[src/rtl/u8dec_pkg.sv]
package u8dec_pkg;

	// Register indexes of the configuration port.
	typedef enum logic [1:0] {
		REG_DECODE_ENABLE      = 2'd0,
		REG_CONTROLS_UNFLAGGED = 2'd1,
		REG_EIGHT_BIT_OUTPUT   = 2'd2
	} reg_index_t;

	localparam logic [15:0] REPLACEMENT_CP = 16'hFFFD;
	localparam logic [15:0] OVERFLOW_LIMIT = 16'h03FF;
	localparam logic [15:0] SEVEN_BIT_MASK = 16'h007F;
	localparam logic [7:0]  CONT_MASK      = 8'h3F;

	// Depth of the result queue and the width of its fill count.
	localparam int unsigned QUEUE_DEPTH = 3;
	localparam int unsigned QCOUNT_W    = 2;

	typedef struct packed {
		logic decode_enable;
		logic controls_unflagged;
		logic eight_bit_output;
	} cfg_t;

	typedef struct packed {
		logic [15:0] code_point;
		logic        multibyte_flag;
		logic        last;
	} res_t;

	// Results that one byte produces, in delivery order.
	typedef struct packed {
		logic [1:0] count;
		res_t       r0;
		res_t       r1;
	} dec_out_t;

endpackage

[src/rtl/u8dec_decode.sv]
module u8dec_decode (
	input  logic              clk,
	input  logic              arst_n,
	input  u8dec_pkg::cfg_t   cfg,
	input  logic              accept,
	input  logic [7:0]        in_byte,
	output u8dec_pkg::dec_out_t dec
);
	import u8dec_pkg::*;

	logic [2:0]  pending_q;
	logic [15:0] acc_q;
	logic [2:0]  pending_d;
	logic [15:0] acc_d;
	logic        pre_v;
	logic        main_v;
	logic [15:0] main_cp;
	logic        main_flag;
	logic [15:0] cp0;
	logic [15:0] cp1;
	logic        flag0;
	logic        flag1;

	// Decide what the byte emits and how the sequence state moves on.
	always_comb begin
		pending_d = pending_q;
		acc_d     = acc_q;
		pre_v     = 1'b0;
		main_v    = 1'b0;
		main_cp   = REPLACEMENT_CP;
		main_flag = 1'b0;
		if (!cfg.decode_enable) begin
			main_v  = 1'b1;
			main_cp = {8'h00, in_byte};
		end else begin
			case (in_byte) inside
				[8'h00:8'h7F]: begin
					pre_v     = (pending_q != 3'd0);
					main_v    = 1'b1;
					main_cp   = {8'h00, in_byte};
					pending_d = 3'd0;
				end
				[8'h80:8'hBF]: begin
					if (pending_q == 3'd0) begin
						main_v = 1'b1;
					end else begin
						if (acc_q > OVERFLOW_LIMIT) begin
							acc_d = REPLACEMENT_CP;
						end else begin
							acc_d = {acc_q[9:0], in_byte[5:0] & CONT_MASK[5:0]};
						end
						pending_d = pending_q - 3'd1;
						if (pending_d == 3'd0) begin
							main_v    = 1'b1;
							main_cp   = acc_d;
							main_flag = !cfg.controls_unflagged;
						end
					end
				end
				[8'hC0:8'hDF]: begin
					pre_v     = (pending_q != 3'd0);
					pending_d = 3'd1;
					acc_d     = {11'd0, in_byte[4:0]};
				end
				[8'hE0:8'hEF]: begin
					pre_v     = (pending_q != 3'd0);
					pending_d = 3'd2;
					acc_d     = {12'd0, in_byte[3:0]};
				end
				[8'hF0:8'hF7]: begin
					pre_v     = (pending_q != 3'd0);
					pending_d = 3'd3;
					acc_d     = {13'd0, in_byte[2:0]};
				end
				[8'hF8:8'hFB]: begin
					pre_v     = (pending_q != 3'd0);
					pending_d = 3'd4;
					acc_d     = {14'd0, in_byte[1:0]};
				end
				[8'hFC:8'hFD]: begin
					pre_v     = (pending_q != 3'd0);
					pending_d = 3'd5;
					acc_d     = {15'd0, in_byte[0]};
				end
				default: begin
					// Bytes 0xFE and 0xFF keep the accumulator.
					pre_v     = (pending_q != 3'd0);
					main_v    = 1'b1;
					pending_d = 3'd0;
				end
			endcase
		end
	end

	// Order the results, replacement first, and with eight-bit output off apply the seven-bit mask.
	always_comb begin
		cp0   = pre_v ? REPLACEMENT_CP : main_cp;
		flag0 = pre_v ? 1'b0 : main_flag;
		cp1   = main_cp;
		flag1 = main_flag;
		if (!cfg.eight_bit_output) begin
			cp0   = cp0 & SEVEN_BIT_MASK;
			cp1   = cp1 & SEVEN_BIT_MASK;
			flag0 = 1'b0;
			flag1 = 1'b0;
		end
		dec.count             = {1'b0, pre_v} + {1'b0, main_v};
		dec.r0.code_point     = cp0;
		dec.r0.multibyte_flag = flag0;
		dec.r0.last           = (dec.count == 2'd1);
		dec.r1.code_point     = cp1;
		dec.r1.multibyte_flag = flag1;
		dec.r1.last           = 1'b1;
	end

	// Sequence state advances only on an accepted byte.
	always_ff @(posedge clk or negedge arst_n) begin
		if (!arst_n) begin
			pending_q <= 3'd0;
			acc_q     <= 16'd0;
		end else if (accept) begin
			pending_q <= pending_d;
			acc_q     <= acc_d;
		end
	end

endmodule

[src/rtl/u8dec_queue.sv]
module u8dec_queue (
	input  logic                clk,
	input  logic                arst_n,
	input  logic                push,
	input  u8dec_pkg::dec_out_t dec,
	output logic                space2,
	output logic                out_valid,
	input  logic                out_ready,
	output u8dec_pkg::res_t     head
);
	import u8dec_pkg::*;

	res_t                entry_q [QUEUE_DEPTH];
	res_t                entry_d [QUEUE_DEPTH];
	logic [QCOUNT_W-1:0] count_q;
	logic [QCOUNT_W-1:0] base;
	logic [1:0]          n_push;
	logic                pop;

	assign out_valid = (count_q != '0);
	assign pop       = out_valid && out_ready;
	assign head      = entry_q[0];
	assign base      = count_q - QCOUNT_W'(pop);
	// Room for two results once this cycle's popped result leaves.
	assign space2    = (base <= QCOUNT_W'(QUEUE_DEPTH - 2));
	assign n_push    = push ? dec.count : 2'd0;

	// Shift toward the head on a pop, then append the new results.
	always_comb begin
		for (int i = 0; i < QUEUE_DEPTH; i++) begin
			if (pop && (i < QUEUE_DEPTH - 1)) begin
				entry_d[i] = entry_q[i + 1];
			end else begin
				entry_d[i] = entry_q[i];
			end
			if ((n_push != 2'd0) && (QCOUNT_W'(i) == base)) begin
				entry_d[i] = dec.r0;
			end
			if ((n_push == 2'd2) && (QCOUNT_W'(i) == QCOUNT_W'(base + 1'b1))) begin
				entry_d[i] = dec.r1;
			end
		end
	end

	always_ff @(posedge clk) begin
		for (int i = 0; i < QUEUE_DEPTH; i++) begin
			entry_q[i] <= entry_d[i];
		end
	end

	always_ff @(posedge clk or negedge arst_n) begin
		if (!arst_n) begin
			count_q <= '0;
		end else begin
			count_q <= base + QCOUNT_W'(n_push);
		end
	end

endmodule

[src/rtl/utf8_byte_stream_decoder_unit.sv]
// UTF-8 byte stream decoder. One byte is taken per request on the input channel and
// decoded into 16-bit code points, with U+FFFD for broken sequences; with decoding off,
// bytes pass through. A byte is accepted in every cycle in which in_ready is high: its
// results are worked out in the same cycle from the sequence state and enter a
// three-entry result queue, which hands out one result per cycle while out_ready is
// high. in_ready is high whenever that queue will have room for two results once this
// cycle's popped result leaves, so a byte waits only while two or more results would
// remain queued. Configuration writes land on the next clock edge.
module utf8_byte_stream_decoder_unit (
	input  logic        clk,
	input  logic        arst_n,
	input  logic        cfg_we,
	input  logic [1:0]  cfg_index,
	input  logic [0:0]  cfg_data,
	input  logic        in_valid,
	output logic        in_ready,
	input  logic [7:0]  in_byte,
	output logic        out_valid,
	input  logic        out_ready,
	output logic [15:0] code_point,
	output logic        multibyte_flag,
	output logic        last
);
	import u8dec_pkg::*;

	cfg_t     cfg_q;
	dec_out_t dec;
	res_t     head;
	logic     accept;

	// Configuration registers; unknown indexes are ignored.
	always_ff @(posedge clk or negedge arst_n) begin
		if (!arst_n) begin
			cfg_q.decode_enable      <= 1'b0;
			cfg_q.controls_unflagged <= 1'b0;
			cfg_q.eight_bit_output   <= 1'b1;
		end else if (cfg_we) begin
			case (cfg_index)
				REG_DECODE_ENABLE:      cfg_q.decode_enable      <= cfg_data[0];
				REG_CONTROLS_UNFLAGGED: cfg_q.controls_unflagged <= cfg_data[0];
				REG_EIGHT_BIT_OUTPUT:   cfg_q.eight_bit_output   <= cfg_data[0];
				default: ;
			endcase
		end
	end

	assign accept = in_valid && in_ready;

	u8dec_decode u_decode (
		.clk     (clk),
		.arst_n  (arst_n),
		.cfg     (cfg_q),
		.accept  (accept),
		.in_byte (in_byte),
		.dec     (dec)
	);

	u8dec_queue u_queue (
		.clk       (clk),
		.arst_n    (arst_n),
		.push      (accept),
		.dec       (dec),
		.space2    (in_ready),
		.out_valid (out_valid),
		.out_ready (out_ready),
		.head      (head)
	);

	assign code_point     = head.code_point;
	assign multibyte_flag = head.multibyte_flag;
	assign last           = head.last;

endmodule

[config.mk]
export PLATFORM = sky130hd
export DESIGN_NAME = utf8_byte_stream_decoder_unit
export DESIGN_NICKNAME = d
export VERILOG_FILES = /design/src/rtl/u8dec_pkg.sv /design/src/rtl/u8dec_decode.sv /design/src/rtl/u8dec_queue.sv /design/src/rtl/utf8_byte_stream_decoder_unit.sv
export SDC_FILE = /design/constraint.sdc
export NUM_CORES = 1
export LEC_CHECK = 0
export ABC_AREA = 1
export BUFFER_PORTS_ARGS = -buffer_cell sky130_fd_sc_hd__buf_2
export CORE_ASPECT_RATIO = 1.4
export CORE_MARGIN = 2
export CORE_UTILIZATION = 54
export DETAILED_ROUTE_END_ITERATION = 7
export GPL_TIMING_DRIVEN = 0
export MAX_ROUTING_LAYER = met4
export PLACE_DENSITY = 0.76
export SETUP_SLACK_MARGIN = 0.1
export SLEW_MARGIN = 15
export SYNTH_ARGS = -nofsm -noshare
export SYNTH_HDL_FRONTEND = slang
export SYNTH_SLANG_ARGS = --single-unit
[constraint.sdc]
create_clock -name clk -period 2.85 [get_ports clk]
set_input_delay 0.1425 -clock clk [delete_from_list [all_inputs] [get_ports clk]]
set_output_delay 0.1425 -clock clk [all_outputs]
set_load 0.01 [all_outputs]
# Word-level counts from Yosys, hierarchy flattened
# Memory sizes are Yosys's and may differ from the RTL's.
# Cells that the tools add are included.
# totals
ff_bits,24
mem_bits_rw,54
inputBits,16
output_inout_bits,20
wordCells,123
memories,1
# memory_table
memory,words,word_bits,read_ports,rd_ports_with_merged_regs,write_ports,line_no,source
u_queue.entry_q,3,18,3,0,3,u8dec_queue.sv:13,res_t entry_q [QUEUE_DEPTH];
# op_classes
n_addsub,5
n_lt_le_gt_ge,16
n_eq_ne,10
muxes,54
bitwise_logic,1
reduce_logical,30
# ops
op,n
$mux W16,16
$mux W18,8
$ge A8 B8 Y1 const B,6
$le A8 B8 Y1 const B,6
$mux W3,8
$mux W1,21
$gt A16 B10 Y1 const B,1
$logic_and A1 B1 Y1,15
$ge A8 B1 Y1 const B,1
$le A8 B7 Y1 const B,1
$logic_not A2 Y1,3
$logic_not A3 Y1,2
$reduce_and A2 Y1,3
$reduce_bool A6 Y1,1
$reduce_and A5 Y1,1
$eq A1 B2 Y1 const A,2
$eq A2 B1 Y1 const B,2
$eq A2 B2 Y1 const A,2
$eq A2 B2 Y1 const B,2
$reduce_bool A2 Y1,2
$ne A3 B2 Y1 const B,1
$reduce_and A3 Y1,1
$reduce_bool A3 Y1,1
$sub A3 B1 Y3 const B,1
9 further kinds,9

# Longest topological paths before layout
# logic_depth
word_depth,16
depth_mapped,18
mapped_depth_nobuf,16

# Modules after synthesis
# Synthesis repeated with hierarchy kept, for this count alone.
# hier_totals
hier_cells,659
hier_area_um2,5038.6
# modules_own_cells
mod,n_inst,cells_each,area_each_um2,seq_area_each_um2
u8dec_queue,1,420,3440.8,1671.6
u8dec_decode,1,219,1446.4,475.5
utf8_byte_stream_decoder_unit,1,20,151.4,76.3

# Worst setup path after synthesis
# Ideal clock, no wire load.
# synth_path
path_kind,flip-flop to flip-flop
from,reg u_decode.pending_q[0]
to,mem u_queue.entry_q[0][50] in the netlist's numbering (data pin)
setup_ps,139
arrival_ps,3002
t_required_ps,2711
path_slack_ps,-291
path_stages_with_launch,14
n_path_buf,1
synth_period_minus_slack_ps,3141
cell_sequence,dfrtp_1 > inv_1 > ha_1 > inv_1 > nand2_1 > nand3_1 > o2111ai_1 > ha_1 > inv_1 > nand4_1 > nor2_1 > inv_2 > buf_2 > nor2_1
# synth_lines
item,line_no,source
from (decl),u8dec_decode.sv:11,logic [2:0] pending_q;
from (signal assigned),u8dec_decode.sv:122,pending_q <= pending_d;
to (decl),u8dec_queue.sv:13,

==> impl_results.md <==
- Row cnt: 38
- CTS tree: done
- Register area share after synthesis: 0.507
- Clk buf depth: 2
- Slew Viols, Final: 0
- Peak supply drop: 0.456 mV
- Largest cells by area after synthesis: edfxtp_1 (35%), nand2_1 (14%), dfrtp_1 (13%), nand3_1 (4.3%), inv_1 (3.9%)
- Synth Warn #: 0
- Fmax: 378 MHz
- Element type at the critical path end: flop
- Fin nets: 570
- Worst Path Required: 2.91 ns
- Vias in the first global route: 3,171
- Placed cells: 633
- Multi-input logic area: 1810 sq um
- Fraction of layout cells with a size suffix above 1: 0.256
- Most common cell after layout, fill and taps aside: nand2_1
- Net count after synthesis: 520
- Worst hold slack: 0.0358 ns
- Number of port buffers: 34
- First-pass DRT Iterations: 6
- Final Wtd Congestion: 0.864
- Worst-Skew Late Latency: 0.36 ns
- Critical-path cell list: inv_2, nand2_1, nand2_2, inv_1, ha_1, inv_1, nand2_1, nand2_2, nand2_4, nor2_4, nand3_4, nand2_2, inv_2, buf_6, nand2_8
- Clock power frac: 0.172
- Core Area: 7750 sq um
- Fin Setup TNS: 0 ns
- Period Utilization, post-route: 0.928
- Pwr dens: 922 nW/um^2
- DRC Markers: 0
- Post-synthesis sequential element count: 78
- Hold EP: cfg_q[0]
- Register area: 2190 sq um
- Worst min path class: in -> reg
- Fin area: 4940 sq um
- Drt wl/cell: 13.9 um
- Hold Vio Cnt, Final: 0
- Final setup fails: 0
- Hold Crit Depth: 3
- Worst Path Buf+Inv: 5
- Internal Power: 2.79 mW
- Vias post-DR: 3,454
- Logic pwr share: 0.427
- Pleak: 2.22 nW
- Critical path class: reg -> reg
- Remaining Overflow, GRT: 0
- Antenna violations before repair: 0
- H-tree Lvls: 3
- Most frequent cells in the layout: nand2_1 (153), edfxtp_1 (51), inv_1 (42)
- Part of the power in registers: 0.400
- Fin cells: 654
- Overall Power: 4.56 mW
- Synth Instances: 499
- Synth cell types: 36
- Max cap viols: 0
- Core Util, Final: 0.637
- First-pass GRT wire length: 14,700 um
- RSZ-0062 raised after global routing: no
- CTS Sinks: 78
- Psw: 1.77 mW
- Drt total wl: 9070 um
- Area leader, netlist: edfxtp_1
- ANT cells: 0
- Dpl cell area: 4630 sq um
- DPL Wire Length: 6830 um
- WP data arrival: 2.71 ns
- Total CTS buffers: 9
- Min Tclk post-route: 2.64 ns
- Cell area after synthesis: 4320 sq um
- Antenna viol nets, final: 0
- Final WS setup: 0.205 ns
- Delay of the slowest cell on the worst path: 0.41 ns
- Layout fillers: 638
- Starting density of the core: 0.558
- Slowest-stage cell, CP: dfrtp_1
- Share of the synthesized area in the top cell type: 0.354
- Cells on worst reg2reg path: 15
- I/O pins: 36
- CP startpoint kind: flop
- Iteration-0 DRC Markers: 304
- Slew HR: 0.648
- Vias per cell: 5.28
- Clock transition at the registers of the reported paths: 0.09 ns
- Reg-to-Reg End: u_queue.entry_q[0][25]
- Skew final: 0.0136 ns
- CTS root buf: clkbuf_8
- Flop-to-flop setup slack: 0.21 ns
- Die Area: 8750 sq um
- Switching share of power: 0.388
- Area growth syn-to-layout: 14.2%
- Die height: 110 um
- Global Route Usage Sum: 0.229
- Most used cell, CP: nand2_2
- Die width: 79.6 um
- Slew @ Worst Pin: 0.529 ns
- Largest net degree at the start of global routing: 25
- CP top delay family: simple AND/OR/NAND/NOR gates
- CP Max Fanout: 17
- Pre-CTS setup slack: -0.479 ns
- Min-delay src: cfg_data
- RR Startpoint: u_queue.count_q[1]
- Synth Area per Inst: 8.66 sq um
- Status: finished, final reports clean
routing by layer:
metal  track usage  share of wire  vias to the layer above
met2         0.388           0.52                      111
met1         0.257           0.40                     1598
met5             -              0                        -
li1              -              -                     1716
met4         0.128          0.039                        0
met3        0.0345          0.039                       29
power by group through the flow:
stage / logic [mW] / clock network (mW) / registers, mW
finish: 1.95 / 0.785 / 1.82
global placement: 1.75 / 0 / 1.83
floorplan: 1.36 / 0 / 1.82
CTS: 1.87 / 0.786 / 1.82
detailed placement: 1.81 / 0 / 1.85
global route: 2.18 / 0.836 / 1.85
sequential cells by signal (all words and copies together), names as in the netlist:
register and count:
cfg_q 3, u_queue.entry_q 54, u_decode.pending_q 3, u_queue.count_q 2
u_decode.acc_q 16
cell type report:
cell class,instances,area share
Clock inverter,6,0.0106
Timing Repair Buffer,39,0.0426
Tap cell,100,0.0253
Clock buffer,10,0.0258
Multi-Input combinational cell,339,0.366
Buffer,30,0.0456
Inverter,52,0.0400
Sequential cell,78,0.444
tightest hold or removal path, delay by kind of cell:
kind / cells / cell delay [ns]
buf+inv: 2 / 0.17
compound gates: 1 / 0.09
what timing repair did:
item                       CTS  global route
hold endpoints to repair    23             0
setup endpoints to repair   97            96
hold buffers                 1             0
pin swaps                    2             3
gates cloned                 0             0
resized for setup           11            10
buffers inserted             2             2
worst max path at each step:
stage | slack (ns) | from | cells after the start | to
floorplan | 0.19 | u_decode.pending_q[0] | 10 | u_queue.entry_q[0][10]
global placement | -0.37 | u_decode.pending_q[0] | 10 | u_queue.entry_q[0][1]
detailed placement | -0.48 | u_decode.pending_q[0] | 10 | u_queue.entry_q[0][5]
CTS | 0.10 | u_decode.pending_q[0] | 12 | u_queue.entry_q[0][19]
global route | 0.10 | u_decode.pending_q[0] | 13 | u_queue.entry_q[0][32]
finish | 0.21 | u_queue.count_q[1] | 15 | u_queue.entry_q[0][25]
logic make-up (layout without fill, tap and decap cells):
kind of cell,after synthesis,after routing,synth area share
adders and majority gates,5,5,0.0145
and+or+nand+nor,268,268,0.281
buffers and inverters,82,137,0.0967
xor gates and xnor gates,1,1,0.00203
AOI/OAI and AO/OA,65,65,0.0981
DFF,78,78,0.507
synthesized netlist by cell type (all sizes together):
cell type / instances
nor3: 2
dfstp: 1
o211ai: 3
clkbuf: 4
a21oi: 13
dfrtp: 23
nor2: 52
inv: 52
dfxtp: 3
buf: 26
xor2: 1
o21ai: 44
a21boi: 1
nand2: 169
nand4: 4
o2111ai: 3
edfxtp: 51
ha: 5
a31oi: 1
nand3: 41
No activity file was read; power rests on OpenSTA's default activity.
